--- src/rtl/spw_pkg.sv ---
// ----------------------------------------------------------------------------
// spw_pkg
// Shared types and constants of the stage progress watchdog.
// ----------------------------------------------------------------------------
package spw_pkg;

  localparam int TIME_BITS_DEF = 32;

  localparam int CFG_IDX_W  = 2;
  localparam int CFG_DATA_W = 16;
  localparam int STAGE_W    = 4;
  localparam int FUNC_W     = 3;
  localparam int STUCK_W    = 32;

  localparam logic [CFG_DATA_W-1:0] SAMPLE_PERIOD_RST = 16'd1000;
  localparam logic [CFG_DATA_W-1:0] STUCK_LIMIT_RST   = 16'd3000;
  localparam logic [CFG_DATA_W-1:0] RESTFUL_MASK_RST  = 16'd17;

  typedef enum logic [FUNC_W-1:0] {
    FN_TICK      = 3'd0,
    FN_HEARTBEAT = 3'd1,
    FN_SET_STAGE = 3'd2,
    FN_DONE      = 3'd3,
    FN_SET_ARMED = 3'd4
  } func_t;

  typedef enum logic [CFG_IDX_W-1:0] {
    CFG_SAMPLE_PERIOD = 2'd0,
    CFG_STUCK_LIMIT   = 2'd1,
    CFG_RESTFUL_MASK  = 2'd2
  } cfg_idx_t;

  typedef struct packed {
    logic [FUNC_W-1:0]  func;
    logic [STAGE_W-1:0] stage;
    logic               arm_value;
  } item_t;

  typedef struct packed {
    logic [CFG_DATA_W-1:0] sample_period;
    logic [CFG_DATA_W-1:0] stuck_limit;
    logic [CFG_DATA_W-1:0] restful_mask;
  } cfg_t;

endpackage

--- src/rtl/spw_ifs.sv ---
// ----------------------------------------------------------------------------
// spw_ifs
// Valid/ready channels for watchdog events and watchdog results.
// ----------------------------------------------------------------------------
interface spw_in_if;
  logic       valid;
  logic       ready;
  logic [2:0] func;
  logic [3:0] stage;
  logic       arm_value;

  modport source (output valid, output func, output stage, output arm_value, input ready);
  modport sink   (input valid, input func, input stage, input arm_value, output ready);
endinterface

interface spw_out_if;
  logic        valid;
  logic        ready;
  logic        fired;
  logic        sampled;
  logic [31:0] stuck_time;
  logic [3:0]  fire_stage;

  modport source (output valid, output fired, output sampled, output stuck_time,
                  output fire_stage, input ready);
  modport sink   (input valid, input fired, input sampled, input stuck_time,
                  input fire_stage, output ready);
endinterface

--- src/rtl/spw_cfg_regs.sv ---
// ----------------------------------------------------------------------------
// spw_cfg_regs
// Configuration registers: sample period, stuck limit, restful stage mask.
// ----------------------------------------------------------------------------
module spw_cfg_regs (
  input  logic                           clk,
  input  logic                           rst_n,
  input  logic                           cfg_we,
  input  logic [spw_pkg::CFG_IDX_W-1:0]  cfg_index,
  input  logic [spw_pkg::CFG_DATA_W-1:0] cfg_wdata,
  output spw_pkg::cfg_t                  cfg
);
  import spw_pkg::*;

  cfg_t cfg_r;
  cfg_t cfg_nxt;

  always_comb begin
    cfg_nxt = cfg_r;
    if (cfg_we) begin
      unique case (cfg_index)
        CFG_SAMPLE_PERIOD: cfg_nxt.sample_period = cfg_wdata;
        CFG_STUCK_LIMIT:   cfg_nxt.stuck_limit   = cfg_wdata;
        CFG_RESTFUL_MASK:  cfg_nxt.restful_mask  = cfg_wdata;
        default:           cfg_nxt = cfg_r;
      endcase
    end
  end

  always_ff @(posedge clk) begin
    if (!rst_n) begin
      cfg_r.sample_period <= SAMPLE_PERIOD_RST;
      cfg_r.stuck_limit   <= STUCK_LIMIT_RST;
      cfg_r.restful_mask  <= RESTFUL_MASK_RST;
    end else begin
      cfg_r <= cfg_nxt;
    end
  end

  assign cfg = cfg_r;

endmodule

--- src/rtl/spw_in_stage.sv ---
// ----------------------------------------------------------------------------
// spw_in_stage
// Input register for one event; refills in the cycle it drains.
// ----------------------------------------------------------------------------
module spw_in_stage (
  input  logic           clk,
  input  logic           rst_n,
  input  logic           in_valid,
  output logic           in_ready,
  input  spw_pkg::item_t in_item,
  input  logic           take,
  output logic           s1_valid,
  output spw_pkg::item_t s1_item
);
  import spw_pkg::*;

  logic  s1_valid_r;
  logic  s1_valid_nxt;
  item_t s1_item_r;

  assign in_ready = !s1_valid_r || take;

  always_comb begin
    s1_valid_nxt = s1_valid_r;
    if (in_ready) begin
      s1_valid_nxt = in_valid;
    end
  end

  always_ff @(posedge clk) begin
    if (!rst_n) begin
      s1_valid_r <= 1'b0;
    end else begin
      s1_valid_r <= s1_valid_nxt;
    end
  end

  // payload: load on every transfer
  always_ff @(posedge clk) begin
    if (in_valid && in_ready) begin
      s1_item_r <= in_item;
    end
  end

  assign s1_valid = s1_valid_r;
  assign s1_item  = s1_item_r;

endmodule

--- src/rtl/spw_core.sv ---
// ----------------------------------------------------------------------------
// spw_core
// Watchdog state, per-event update and progress sampling, result register.
// ----------------------------------------------------------------------------
module spw_core #(
  parameter int TIME_BITS = spw_pkg::TIME_BITS_DEF
) (
  input  logic                         clk,
  input  logic                         rst_n,
  input  logic                         item_valid,
  input  spw_pkg::item_t               item,
  input  spw_pkg::cfg_t                cfg,
  output logic                         take,
  output logic                         out_valid,
  input  logic                         out_ready,
  output logic                         out_fired,
  output logic                         out_sampled,
  output logic [spw_pkg::STUCK_W-1:0]  out_stuck_time,
  output logic [spw_pkg::STAGE_W-1:0]  out_fire_stage
);
  import spw_pkg::*;

  logic [TIME_BITS-1:0]  now_r, now_nxt;
  logic [TIME_BITS-1:0]  hb_r, hb_nxt;
  logic [STAGE_W-1:0]    stage_r, stage_nxt;
  logic [TIME_BITS-1:0]  since_r, since_nxt;
  logic [TIME_BITS-1:0]  snap_hb_r, snap_hb_nxt;
  logic [STAGE_W-1:0]    snap_stage_r, snap_stage_nxt;
  logic [TIME_BITS-1:0]  snap_since_r, snap_since_nxt;
  logic [CFG_DATA_W-1:0] cnt_r, cnt_nxt;
  logic                  armed_r, armed_nxt;
  logic                  fired_r, fired_nxt;
  logic [STUCK_W-1:0]    stuck_r, stuck_nxt;
  logic [STAGE_W-1:0]    fstage_r, fstage_nxt;

  logic                  out_valid_r, out_valid_nxt;
  logic                  res_fired_r, res_sampled_r;
  logic [STUCK_W-1:0]    res_stuck_r;
  logic [STAGE_W-1:0]    res_fstage_r;

  logic                  adv;
  logic [TIME_BITS-1:0]  now_inc;
  logic [CFG_DATA_W-1:0] cnt_inc;
  logic [CFG_DATA_W-1:0] period;
  logic                  hit;
  logic                  same;
  logic                  restful;
  logic [TIME_BITS-1:0]  age;
  logic [63:0]           age_w;
  logic [STUCK_W-1:0]    age_sat;
  logic                  stuck;
  logic                  sampled;

  assign take = !out_valid_r || out_ready;
  assign adv  = item_valid && take;

  // shared datapath for the sample taken on a tick
  always_comb begin
    now_inc = (now_r != {TIME_BITS{1'b1}}) ? now_r + 1'b1 : now_r;
    cnt_inc = cnt_r + 1'b1;
    period  = (cfg.sample_period == '0) ? CFG_DATA_W'(1) : cfg.sample_period;
    hit     = (cnt_inc >= period) || (cnt_inc == '0);
    same    = (hb_r == snap_hb_r) && (stage_r == snap_stage_r) && (since_r == snap_since_r);
    restful = cfg.restful_mask[stage_r];
    age     = (now_inc >= hb_r) ? now_inc - hb_r : '0;
    age_w   = 64'(age);
    age_sat = (age_w[63:32] != '0) ? {STUCK_W{1'b1}} : age_w[31:0];
    stuck   = same && !restful && (age >= TIME_BITS'(cfg.stuck_limit));
  end

  always_comb begin
    now_nxt        = now_r;
    hb_nxt         = hb_r;
    stage_nxt      = stage_r;
    since_nxt      = since_r;
    snap_hb_nxt    = snap_hb_r;
    snap_stage_nxt = snap_stage_r;
    snap_since_nxt = snap_since_r;
    cnt_nxt        = cnt_r;
    armed_nxt      = armed_r;
    fired_nxt      = fired_r;
    stuck_nxt      = stuck_r;
    fstage_nxt     = fstage_r;
    sampled        = 1'b0;
    unique case (item.func)
      FN_TICK: begin
        now_nxt = now_inc;
        if (armed_r && !fired_r) begin
          cnt_nxt = hit ? '0 : cnt_inc;
          if (hit) begin
            sampled = 1'b1;
            if (stuck) begin
              fired_nxt  = 1'b1;
              stuck_nxt  = age_sat;
              fstage_nxt = stage_r;
            end else begin
              // advance the snapshot
              snap_hb_nxt    = hb_r;
              snap_stage_nxt = stage_r;
              snap_since_nxt = since_r;
            end
          end
        end
      end
      FN_HEARTBEAT: begin
        hb_nxt    = now_r;
        since_nxt = now_r;
      end
      FN_SET_STAGE: begin
        stage_nxt = item.stage;
        since_nxt = now_r;
      end
      FN_DONE: begin
        hb_nxt    = now_r;
        stage_nxt = '0;
        since_nxt = now_r;
      end
      FN_SET_ARMED: begin
        armed_nxt = item.arm_value;
        cnt_nxt   = '0;
      end
      default: begin
        now_nxt = now_r;
      end
    endcase
  end

  always_comb begin
    out_valid_nxt = out_valid_r;
    if (adv) begin
      out_valid_nxt = 1'b1;
    end else if (out_ready) begin
      out_valid_nxt = 1'b0;
    end
  end

  always_ff @(posedge clk) begin
    if (!rst_n) begin
      now_r        <= '0;
      hb_r         <= '0;
      stage_r      <= '0;
      since_r      <= '0;
      snap_hb_r    <= '0;
      snap_stage_r <= '0;
      snap_since_r <= '0;
      cnt_r        <= '0;
      armed_r      <= 1'b0;
      fired_r      <= 1'b0;
      stuck_r      <= '0;
      fstage_r     <= '0;
      out_valid_r  <= 1'b0;
    end else begin
      if (adv) begin
        now_r        <= now_nxt;
        hb_r         <= hb_nxt;
        stage_r      <= stage_nxt;
        since_r      <= since_nxt;
        snap_hb_r    <= snap_hb_nxt;
        snap_stage_r <= snap_stage_nxt;
        snap_since_r <= snap_since_nxt;
        cnt_r        <= cnt_nxt;
        armed_r      <= armed_nxt;
        fired_r      <= fired_nxt;
        stuck_r      <= stuck_nxt;
        fstage_r     <= fstage_nxt;
      end
      out_valid_r <= out_valid_nxt;
    end
  end

  // result payload: hold until the next event is taken
  always_ff @(posedge clk) begin
    if (adv) begin
      res_fired_r   <= fired_nxt;
      res_sampled_r <= sampled;
      res_stuck_r   <= stuck_nxt;
      res_fstage_r  <= fstage_nxt;
    end
  end

  assign out_valid      = out_valid_r;
  assign out_fired      = res_fired_r;
  assign out_sampled    = res_sampled_r;
  assign out_stuck_time = res_stuck_r;
  assign out_fire_stage = res_fstage_r;

endmodule

--- src/rtl/stage_progress_watchdog_top.sv ---
// ----------------------------------------------------------------------------
// stage_progress_watchdog_top
// Sampling progress watchdog over heartbeat, stage and tick events.
// ----------------------------------------------------------------------------
// Every event gives exactly one result: an input register takes the event and
// the state update writes its outcome to a result register. One event is taken
// per clock while the result side is ready, and the two registers drain and
// refill in the same cycle, so a stalled result holds at most one more event.
// The tick path (saturating time increment, heartbeat age subtract and
// stuck-limit compare) sets the clock period. No clearing pass is needed after
// reset.
module stage_progress_watchdog_top #(
  parameter int TIME_BITS = spw_pkg::TIME_BITS_DEF
) (
  input  logic                           clk,
  input  logic                           rst_n,
  spw_in_if.sink                         in_ch,
  spw_out_if.source                      out_ch,
  input  logic                           cfg_we,
  input  logic [spw_pkg::CFG_IDX_W-1:0]  cfg_index,
  input  logic [spw_pkg::CFG_DATA_W-1:0] cfg_wdata
);
  import spw_pkg::*;

  cfg_t  cfg;
  item_t in_item;
  item_t s1_item;
  logic  s1_valid;
  logic  take;

  assign in_item.func      = in_ch.func;
  assign in_item.stage     = in_ch.stage;
  assign in_item.arm_value = in_ch.arm_value;

  spw_cfg_regs u_cfg (
    .clk       (clk),
    .rst_n     (rst_n),
    .cfg_we    (cfg_we),
    .cfg_index (cfg_index),
    .cfg_wdata (cfg_wdata),
    .cfg       (cfg)
  );

  spw_in_stage u_in (
    .clk      (clk),
    .rst_n    (rst_n),
    .in_valid (in_ch.valid),
    .in_ready (in_ch.ready),
    .in_item  (in_item),
    .take     (take),
    .s1_valid (s1_valid),
    .s1_item  (s1_item)
  );

  spw_core #(
    .TIME_BITS (TIME_BITS)
  ) u_core (
    .clk            (clk),
    .rst_n          (rst_n),
    .item_valid     (s1_valid),
    .item           (s1_item),
    .cfg            (cfg),
    .take           (take),
    .out_valid      (out_ch.valid),
    .out_ready      (out_ch.ready),
    .out_fired      (out_ch.fired),
    .out_sampled    (out_ch.sampled),
    .out_stuck_time (out_ch.stuck_time),
    .out_fire_stage (out_ch.fire_stage)
  );

endmodule

--- src/flat_wrapper.sv ---
// flat-port wrapper written by rule: the top's interface ports become plain ports
module stage_progress_watchdog_top_flat import spw_pkg::*;
#(
  parameter int TIME_BITS = spw_pkg::TIME_BITS_DEF
)
  (clk, rst_n, cfg_we, cfg_index, cfg_wdata, in_ch_valid, in_ch_func, in_ch_stage, in_ch_arm_value, in_ch_ready, out_ch_valid, out_ch_fired, out_ch_sampled, out_ch_stuck_time, out_ch_fire_stage, out_ch_ready);
  spw_in_if in_ch_i ();
  spw_out_if out_ch_i ();
  input  logic clk;
  input  logic rst_n;
  input  logic cfg_we;
  input  logic [spw_pkg::CFG_IDX_W-1:0] cfg_index;
  input  logic [spw_pkg::CFG_DATA_W-1:0] cfg_wdata;
  input wire logic [$bits(in_ch_i.valid)-1:0] in_ch_valid;
  input wire logic [$bits(in_ch_i.func)-1:0] in_ch_func;
  input wire logic [$bits(in_ch_i.stage)-1:0] in_ch_stage;
  input wire logic [$bits(in_ch_i.arm_value)-1:0] in_ch_arm_value;
  output wire logic [$bits(in_ch_i.ready)-1:0] in_ch_ready;
  output wire logic [$bits(out_ch_i.valid)-1:0] out_ch_valid;
  output wire logic [$bits(out_ch_i.fired)-1:0] out_ch_fired;
  output wire logic [$bits(out_ch_i.sampled)-1:0] out_ch_sampled;
  output wire logic [$bits(out_ch_i.stuck_time)-1:0] out_ch_stuck_time;
  output wire logic [$bits(out_ch_i.fire_stage)-1:0] out_ch_fire_stage;
  input wire logic [$bits(out_ch_i.ready)-1:0] out_ch_ready;
  assign in_ch_i.valid = in_ch_valid;
  assign in_ch_i.func = in_ch_func;
  assign in_ch_i.stage = in_ch_stage;
  assign in_ch_i.arm_value = in_ch_arm_value;
  assign in_ch_ready = in_ch_i.ready;
  assign out_ch_valid = out_ch_i.valid;
  assign out_ch_fired = out_ch_i.fired;
  assign out_ch_sampled = out_ch_i.sampled;
  assign out_ch_stuck_time = out_ch_i.stuck_time;
  assign out_ch_fire_stage = out_ch_i.fire_stage;
  assign out_ch_i.ready = out_ch_ready;
  stage_progress_watchdog_top #(.TIME_BITS(TIME_BITS)) u_core (.clk(clk), .rst_n(rst_n), .in_ch(in_ch_i), .out_ch(out_ch_i), .cfg_we(cfg_we), .cfg_index(cfg_index), .cfg_wdata(cfg_wdata));
endmodule
--- config.mk ---
export PLATFORM = sky130hd
export DESIGN_NAME = stage_progress_watchdog_top_flat
export DESIGN_NICKNAME = d
export VERILOG_FILES = /design/src/rtl/spw_pkg.sv /design/src/rtl/spw_ifs.sv /design/src/rtl/spw_cfg_regs.sv /design/src/rtl/spw_in_stage.sv /design/src/rtl/spw_core.sv /design/src/rtl/stage_progress_watchdog_top.sv /design/src/flat_wrapper.sv
export SDC_FILE = /design/constraint.sdc
export NUM_CORES = 1
export LEC_CHECK = 0
export ABC_AREA = 1
export BUFFER_PORTS_ARGS = -buffer_cell sky130_fd_sc_hd__buf_2
export CORE_MARGIN = 5
export CORE_UTILIZATION = 50
export DETAILED_ROUTE_END_ITERATION = 10
export PLACE_DENSITY = 0.67
export SLEW_MARGIN = 15
export SYNTH_ARGS = -nofsm -noshare
export SYNTH_HDL_FRONTEND = slang
export SYNTH_HIERARCHICAL = 1
export SYNTH_SLANG_ARGS = --single-unit
--- constraint.sdc ---
create_clock -name clk -period 7.7 [get_ports clk]
set_clock_uncertainty 0.2 [all_clocks]
set_input_delay 0.77 -clock clk [delete_from_list [all_inputs] [get_ports clk]]
set_output_delay 0.77 -clock clk [all_outputs]
set_load 0.05 [all_outputs]
Yosys cells after proc, flatten, opt, wreduce, memory -nomap -nowiden --
Index checks and enable logic that the tools add are counted.
Word-level totals: bits in registers 318, input bits 31, output and inout bits 40, logic and storage cells 101
Cells by class: add/sub/neg operators 3, magnitude comparators 4, eq/ne operators 11, multiplexer cells 24, bitwise operators 1, reductions and logical operators 34
Operators with widths (count):
- $mux 32 | 6
- $eq 32x32->1 | 2
- $mux 16 | 3
- $add 32x1->32 const B | 1
- $ge 32x16->1 | 1
- $ge 32x32->1 | 1
- $logic_not 16->1 | 2
- $ne 32x32->1 const B | 1
- $pmux 16 s2 | 1
- $sub 32x32->32 | 1
- $reduce_and 2->1 | 9
- $add 16x1->16 const B | 1
- $ge 16x16->1 | 1
- $mux 4 | 4
- $mux 1 | 8
- $pmux 4 s2 | 1
- $logic_and 1x1->1 | 7
- $eq 3x2->1 const B | 2
- $reduce_bool 2->1 | 3
- $lt 4x5->1 const B | 1
- $reduce_and 5->1 | 1
- $bmux 1 s4 | 1
- $eq 4x4->1 | 1
- $logic_not 1->1 | 4
- 12 further kinds | 14

Longest topological paths before layout --
Gate-level depths: netlist of the first run.
depth in word-level cells 10, gate-level depth with buffers 49, gate-level depth less buffers 46

Cells and area by module --
Netlist of the first run, hierarchy kept.
By module, submodules not included:
- spw_core | times used 1, cells each 2339, area an instance 15747.6 sq um, seq. area each 5605.4 sq um
- spw_cfg_regs | times used 1, cells each 283, area an instance 1944.4 sq um, seq. area each 960.9 sq um
- spw_in_stage | times used 1, cells each 15, area an instance 291.5 sq um, seq. area each 260.2 sq um

Worst setup path after synthesis of the first run --
OpenSTA, ideal clock, no wires.
kind register to register, start register u_core.u_core.now_r[1], end register u_core.u_core.res_stuck_r[0] (netlist: u_core/u_core/out_stuck_time[0]), data pin, library setup time 251 ps, data arrival time 5159 ps, required time 7249 ps, setup slack 2090 ps, cell stages (with the launch flop) 45, clock period less this slack 5610 ps, cells stage by stage dfxtp_1 ha_1 inv_1 nor4_2 nand2_1 nor3_1 nand2_1 inv_1 nand2_1 nor2_1 inv_1 nand2_1 nor2_1 xor2_1 ha_1 nand2_1 inv_1 nand2_1 (+9 left out) inv_1 nor2_1 o21a_1 nand2_1 nand2_1 nand2_1 a21oi_1 nand2_1 nor2_1 nand2_1 nor2_1 nand2_2 buf_6 nand3_4 buf_6 nand2_1 nand2_1 inv_1
On the way: word-level cells in the longest chain between the ends 10, elaborated cells between the ends (all ways) 12, classes of those cells add/sub (2); order compare (2); eq/ne (1); mux (6); reduce/logical (1)
Ends and longest elaborated chain:
- start, declared | line spw_core.sv:23 | logic [TIME_BITS-1:0] now_r, now_nxt;
- start signal, assigned | line spw_core.sv:154 | now_r <= now_nxt;
- $add 32x1->32 or $ne 32x32->1 (tied branches) | line spw_core.sv:59 | now_inc = (now_r != {TIME_BITS{1'b1}}) ? now_r + 1'b1 : now_r;
- $mux 32 * | line spw_core.sv:59
- via u_core.u_core.now_inc[11] | line spw_core.sv:42 | logic [TIME_BITS-1:0] now_inc;
- $sub 32x32->32 or $ge 32x32->1 (tied branches) | line spw_core.sv:65 | age = (now_inc >= hb_r) ? now_inc - hb_r : '0;
- $mux 32 * | line spw_core.sv:65
- $ge 32x16->1 | line spw_core.sv:68 | stuck = same && !restful && (age >= TIME_BITS'(cfg.stuck_limit));
- $logic_and 1x1->1 | line spw_core.sv:68
- $mux 32 * | line spw_core.sv:92 | if (stuck) begin
- $mux 32 * | line spw_core.sv:90 | if (hit) begin
- $mux 32 * | line spw_core.sv:88 | if (armed_r && !fired_r) begin
- $mux 32 * | line spw_core.sv:85 | unique case (item.func)
- via u_core.u_core.stuck_nxt[0] | line spw_core.sv:33 | logic [STUCK_W-1:0] stuck_r, stuck_nxt;
- end signal, assigned | line spw_core.sv:176 | res_stuck_r <= stuck_nxt;
- end, declared | line spw_core.sv:38 | logic [STUCK_W-1:0] res_stuck_r;
The timed path passes the listed nets; every way through them passes the cells marked *. A chain may end at the register's enable or synchronous reset.

Worst setup path after layout of the first run --
start register u_core.u_core.now_r[1], end register u_core.u_core.snap_hb_r[1]
On the way: word-level cells in the longest chain between the ends 8, elaborated cells between the ends (all ways) 10, classes of those cells add/sub (2); order compare (2); eq/ne (1); mux (2); bitwise (1); reduce/logical (2)
Ends and longest elaborated chain:
- $add 32x1->32 or $ne 32x32->1 (tied branches) | line spw_core.sv:59
- $mux 32 * | line spw_core.sv:59
- $sub 32x32->32 or $ge 32x32->1 (tied branches) | line spw_core.sv:65
- $mux 32 * | line spw_core.sv:65
- $ge 32x16->1 * | line spw_core.sv:68
- $logic_and 1x1->1 * | line spw_core.sv:68
- $not 1->1 (no source line) *
- $reduce_and 5->1 (no source line) *
- end signal, assigned | line spw_core.sv:158 | snap_hb_r <= snap_hb_nxt;
- end, declared | line spw_core.sv:27 | logic [TIME_BITS-1:0] snap_hb_r, snap_hb_nxt;
Every way passes the cells marked *; elsewhere a longest branch is shown, timed or not.

==> metrics, run 1 <==
outcome=complete, no violations; Slew headroom=25.3%; fin nets=2748; CTS Hold Bufs=0; library cells used by synthesis=between 50 and 60; initial antenna violation count=1; register area=0.00683 mm2; Initial Util=between 50% and 60%; # clock sinks=roughly 320; Finish-stage setup viols=0; largest net degree at the start of global routing=roughly 80; Post-synth EDFFs=46; Post-DP HPWL=34.8 mm; Finished Layout Cells=about 3.1k; startpoint types=register; Synth async-reset ratio=0%; initial drt markers=approximately 1.2k; top_reg_cell synth=dfxtp_1; placed insts=between 3k and 4k; DP Area=between 0.015 and 0.02 mm2; routed vias=16.6k; CP required=a little under 8 ns; post-route cell area=just under 0.02 mm2; period utilisation layout=between 90% and 100%; # fillers=between 3k and 4k; Post-Syn Instances=2637; M1 GR Usage=a little over a third; Crit path top cell by count=nand2_1; aggregate global-route resource usage=a little under a quarter; MaxCap Viol Count=0; register area share after synthesis=approximately 38%; leakage=~0.0096 uW; clock-pin slew on the worst setup and hold paths=0.06 ns; Final min period=between 7 and 8 ns; #FFs+latches synth=~320; first-pass GRT wire length=77.7 mm; max-slew violations=0; vias in the first global route=~15k; Port Buffers=70; Crit. End Element=register; Max rail drop VDD=0.000196 V; CTS root buffer=clkbuf_16; ANT nets after route=0; routed len/inst=~15 um; H-Tree Depth=2; CP max-delay cell=nor2_1; GRT busiest layer=met2; row cnt=69; Largest stage delay, worst path=~0.53 ns; GR Util met2=approximately 36%; M3 GR Usage=under 10%; Die ar.=around 0.04 mm2; Power per Cell Area=around 210 mW/mm2; first-pass iteration count of the detailed router=5; drt total wl=approximately 48 mm; synthesized area=approximately 0.018 mm2; Placer Congestion=0.944; drt drc=0; GRT Residual Overflow=0; latest clock arrival within the worst-skew pair=approximately 0.56 ns; critical path class=reg2reg; IO Count=71; area delta synth->final=9.67%; Synth Warn #=6; total CTS buffers=35; Via density=5.27; fmax=about 0.14 GHz; CP max FO=55; Core Box Area=0.0356 mm2; Mapped Nets=between 2k and 3k; final hold violation count=0; crit path DAT=7.37 ns; Avg Cell Area, Syn=~7 um2; Hold Crit Class=in2reg; Multi-input gate area=slightly above 0.009 mm2; Die W=between 150 and 200 um; CTS max path bufs=3; die boundary height=between 150 and 200 um; CTS tree=built; Tightest Pin Transition=between 1 and 1.5 ns; share of cells above drive strength 1=under 10%; final core occ=between 50 and 60%
==> state kept, by name, summed over array words and instances, names as in the netlist, 16 cells and up <==
signal and cells:
u_core/u_core/since_r 32, u_core/u_core/snap_hb_r 32, u_core/u_core/snap_since_r 32, u_core/u_cfg/cfg 48
u_core/u_core/out_stuck_time 32, u_core/u_core/cnt_r 16, u_core/u_core/stuck_r 32, u_core/u_core/now_r 32
u_core/u_core/hb_r 32
==> final timing paths <==
kind	slack [ns]	end	startpoint	depth (start not counted)
max	0.51	u_core/u_core/snap_hb_r[1]	u_core/u_core/now_r[1]	40
min	0.19	u_core/u_in/s1_item[1]	in_ch_stage[0]	1
max reg2reg	0.51	u_core/u_core/snap_hb_r[1]	u_core/u_core/now_r[1]	40
min reg2reg	0.26	u_core/u_core/armed_r	u_core/u_core/armed_r	2
==> metrics by stage <==
step                      TNS [ns]  setup WS, ns  hold slack (ns)  power (uW)
after floorplan                  0          2.09            0.229        2370
after global placement           0         0.599            0.241        2570
after detailed placement         0         0.429            0.246        2580
after CTS                        0         0.399            0.160        4250
after global routing       -0.0798       -0.0231            0.173        4420
final                            0         0.509            0.194        4210
==> cell usage in the layout (no fill, tap or decap), types with 3 or more instances in the layout <==
cell type / count
inv_2: 8
xor2_1: 49
o21ai_0: 121
buf_2: 69
nand4_1: 71
nor2_4: 5
inv_1: 424
nor3_2: 4
nand2_2: 8
clkbuf_8: 5
buf_4: 12
a211oi_1: 3
nand3b_1: 4
nand2_1: 630
clkbuf_16: 36
or2_2: 4
nand3_2: 4
a21oi_2: 3
clkinv_1: 6
dfxtp_1: 272
nand3_1: 183
nor3_1: 28
ha_1: 66
nor4_1: 14
xnor2_1: 55
inv_6: 3
o21ai_1: 3
clkbuf_1: 5
a21oi_1: 247
nor2_1: 237
edfxtp_1: 46
o21bai_1: 5
clkinv_2: 9
==> repair_timing <==
| item | CTS | global route |
|---|---|---|
| resized for setup | 0 | 7 |
| setup endpoints to repair | 0 | 142 |
| buffers inserted | 0 | 0 |
| hold endpoints to repair | 0 | 0 |
==> layout make-up <==
| type | count | area share (%) |
|---|---|---|
| antenna | 1 | 0.0127 |
| sequential | 318 | 34.6 |
| timing repair buffer | 85 | 2.47 |
| clock inverter | 19 | 0.837 |
| tap | 461 | 2.92 |
| inverter | 436 | 8.32 |
| multi-input combinational | 1774 | 45.9 |
| clock buffer | 45 | 4.94 |
==> worst max-delay path: cells and delay by family (launching register included) <==
| family | cells | cell delay [ns] |
|---|---|---|
| XOR/XNOR | 1 | 0.23 |
| adder cells (fa/ha/maj) | 4 | 1.10 |
| AND/OR/NAND/NOR | 25 | 3.78 |
| AO/OA/AOI/OAI | 4 | 0.42 |
| flip-flops | 1 | 0.37 |
| buffers and inverters | 6 | 0.82 |
==> power by group <==
| part | leakage (uW) | switching, uW | internal, uW |
|---|---|---|---|
| Clock | 0.000565 | 690 | 969 |
| Combinational | 0.00637 | 532 | 235 |
| Sequential | 0.00265 | 38.2 | 1740 |
| Total | 0.00958 | 1260 | 2950 |
==> synthesized netlist by cell type, types with 2 or more instances <==
cell type | instances | share of area (%)
a21oi_1 | 247 | 6.9
buf_1 | 7 | 0.15
and2_1 | 2 | 0.070
or2_2 | 4 | 0.14
nand4_1 | 71 | 2.5
edfxtp_1 | 46 | 7.7
buf_6 | 4 | 0.25
nand2_1 | 631 | 13
ha_1 | 66 | 4.6
clkinv_1 | 2 | 0.042
dfxtp_1 | 272 | 30
o21ai_0 | 122 | 3.4
nor4_1 | 14 | 0.49
xor2_1 | 49 | 2.4
nor2_1 | 239 | 5.0
o21bai_1 | 5 | 0.21
mux2i_1 | 2 | 0.11
nand3_1 | 183 | 5.1
inv_1 | 426 | 8.9
nand3b_1 | 4 | 0.17
a211oi_1 | 3 | 0.13
or2_1 | 2 | 0.070
o21ai_1 | 2 | 0.056
nor2_4 | 3 | 0.19
nand3_2 | 3 | 0.17
nor2_2 | 2 | 0.070
o221ai_1 | 2 | 0.097
o21a_1 | 2 | 0.083
nor3_1 | 31 | 0.86
a21oi_2 | 4 | 0.19
clkbuf_1 | 62 | 1.3
nand2_2 | 7 | 0.24
inv_2 | 8 | 0.17
buf_2 | 24 | 0.67
xnor2_1 | 55 | 2.7
o32ai_1 | 2 | 0.097
buf_4 | 13 | 0.54
==> routing by layer <==
layer,vias to the layer above,share of wire (%)
li1,8412,-
met1,7661,48
met2,412,43
met3,73,5.7
met4,0,3.1
met5,-,0
==> logic make-up (layout without fill, tap and decap cells) <==
logic type	count (synthesis)	after routing	share of synthesized area, %
xor+xnor	104	104	5.07
simple gates	1202	1203	28.6
buf+inv	546	585	12.0
compound gates	398	398	11.6
fa+ha+maj	67	67	4.70
other cells	0	1	0
flops	318	318	38.0
mux	2	2	0.111
(Power assumes the default switching activity.)
==> inputs of run 2 (changes only) <==
==> constraint.sdc (replaced) <==
create_clock -name clk -period 7.1 [get_ports clk]
set_clock_uncertainty 0.2 [all_clocks]
set_input_delay 0.71 -clock clk [delete_from_list [all_inputs] [get_ports clk]]
set_output_delay 0.71 -clock clk [all_outputs]
set_load 0.05 [all_outputs]
==> run 2 against run 1 <==
Global-route usage increased by 0.32 points. Critical path depth shrank 1. Sequential power grew 9%. Register-to-register slack gained 0.05 ns. Sequential cell count did not move. Final cell count rose by 0.13%. Via count grew 0.88%. Hold slack worse by 0.060 ns. Die area did not move. Highest routed layer unchanged.
==> metrics, run 2 (synthesized netlist as in run 1, its figures left out) <==
leakage=0.00972 uW (+1.4%); CTS Hold Bufs=0 (unchanged); aggregate global-route resource usage=24.2% (+0.32 points); Power per Cell Area=241 mW/mm2 (+13%); Port Buffers=70 (unchanged); Crit. End Element=register; fin nets=2753 (+0.18%); placed insts=3076 (+0.16%); MaxCap Viol Count=0 (unchanged); die boundary height=200 um (unchanged); clock power share=42.1% (+2.7 points); Initial Util=50.6% (unchanged); initial antenna violation count=1 (unchanged); initial drt markers=1421 (+18%); Setup Fix Bufs, Post-CTS=0 (unchanged); CP required=7.36 ns (-0.52 ns); total CTS buffers=36 (+2.9%); H-Tree Depth=2 (unchanged); Die W=200 um (unchanged); first-pass iteration count of the detailed router=5 (unchanged); Reg2Reg Setup Slack=0.56 ns (+0.05 ns); diode count=0 (-1); Finished Layout Cells=3143 (+0.13%); first-pass GRT wire length=78.9 mm (+1.6%); switching power=1390 uW (+10%); area delta synth->final=11.0%; most common cell after layout, fill and taps aside=nand2_1; Total Power=4800 uW (+14%); startpoint types=register; Placer Congestion=0.937 (-0.75%); drt total wl=48.7 mm (+0.96%); Largest stage delay, worst path=0.41 ns (-0.12 ns); outcome=complete, no violations; commonest cells after routing, fill and taps aside=nand2_1, inv_1, dfxtp_1, a21oi_1, nor2_1; # clock sinks=318 (unchanged); share of cells above drive strength 1=7.38% (+0.47 points); CTS root buffer=clkbuf_16; RSZ-0062 raised after global routing=no; drt drc=0 (unchanged); Die ar.=0.0399 mm2 (unchanged); max-slew violations=0 (unchanged); Hold Crit Class=in2reg; CP max FO=68 (+24%); row cnt=69 (unchanged); crit path DAT=6.80 ns (-0.57 ns); Post-DP HPWL=34.9 mm (+0.27%); setup TNS=0 ns (unchanged); CTS tree=built; CP max-delay cell=ha_1; clock-pin slew on the worst setup and hold paths=0.06 ns (about the same); vias in the first global route=15.4k (+1.0%); Slew headroom=27.5% (+2.2 points); Final min period=6.54 ns (-0.649 ns); Core Box Area=0.0356 mm2 (unchanged); CTS max path bufs=3 (unchanged); Crit path top cell by count=nand2_1; period utilisation layout=92.1% (-1.3 points); routed vias=16.7k (+0.88%); ANT nets after route=0 (unchanged); CTS resizes=0 (unchanged); critical path class=reg2reg; largest net degree at the start of global routing=113 (+43%); Comb pwr share=17.6% (-0.6 points); Tightest Pin Transition=1.08 ns (-0.0327 ns); latest clock arrival within the worst-skew pair=0.55 ns (about the same); final hold violation count=0 (unchanged); sequential share of power=40.3% (-2.1 points); routed len/inst=15.5 um (+0.83%); # fillers=3460 (-0.40%); Finish-stage setup viols=0 (unchanged); Via density=5.31 (+0.75%); GRT Residual Overflow=0 (unchanged); max reg flops=48 (unchanged); fmax=0.153 GHz (+9.9%); Pint=3420 uW (+16%); Switching Fraction=28.9% (-1.0 points); IO Count=71 (unchanged); Max rail drop VDD=0.000195 V (-0.43%)
[run 2: changes by cell type in the layout (fill, tap and decap cells not counted), sizes merged]
cell,before,now
buf,83,89
clkbuf,47,46
inv,436,433
clkinv,16,13
diode,1,0
nand3,188,187
clkinvlp,1,3
bufinv,2,7
[run 2: layer usage]
| metal | vias up | track usage [%] | wire [um] |
|---|---|---|---|
| met1 | 7740 | 35.7 | 23500 |
| met2 | 464 | 36.5 | 20800 |
| met3 | 70 | 4.01 | 3120 |
| met4 | 0 | 6.97 | 1280 |
| li1 | 8430 | - | - |
| met5 | - | 0 | 0 |
[run 2: power groups by stage]
stage	Sequential [uW]	Combinational (uW)	Clock, uW
after detailed placement	1970	836	0
after global routing	1940	948	2150
final	1940	844	2020
after floorplan	2000	572	0
after CTS	1930	840	2070
after global placement	1970	821	0
[run 2: critical path: cells and delay by family (launching register included)]
kind	cells	cell delay, ns
AND/OR/NAND/NOR	24	3.09
buffers and inverters	7	1.06
adder cells (fa/ha/maj)	3	0.90
AO/OA/AOI/OAI	5	0.75
flip-flops	1	0.38
[run 2: area by class of cell]
cell class	instances	area, um2	area share (%)
Timing Repair Buffer	90	544	2.73
Clock buffer	45	1010	5.05
Clock inverter	20	292	1.46
Multi-Input combinational cell	1773	9070	45.4
Inverter	436	1640	8.22
Sequential cell	318	6830	34.2
Tap cell	461	577	2.89
[run 2: path summary, 6_finish.rpt]
check | from | to | cells after the start
min reg2reg | u_core/u_core/armed_r | u_core/u_core/armed_r | 2
max reg2reg | u_core/u_core/now_r[1] | u_core/u_core/snap_since_r[12] | 39
min | in_ch_stage[2] | u_core/u_in/s1_item[3] | 1
max | u_core/u_core/now_r[1] | u_core/u_core/snap_since_r[12] | 39
[run 2: through the flow]
step	instance area (um2)	utilization (%)	worst slack, ns	hold WS, ns
4_1_cts	19900	55.9	0.251	0.113
6_report	20000	56.1	0.558	0.133
5_1_grt	20000	56.1	0.00101	0.113
3_5_place_dp	18600	52.2	0.301	0.251
2_1_floorplan	18000	-	1.49	0.229
3_3_place_gp	18600	52.2	0.384	0.246
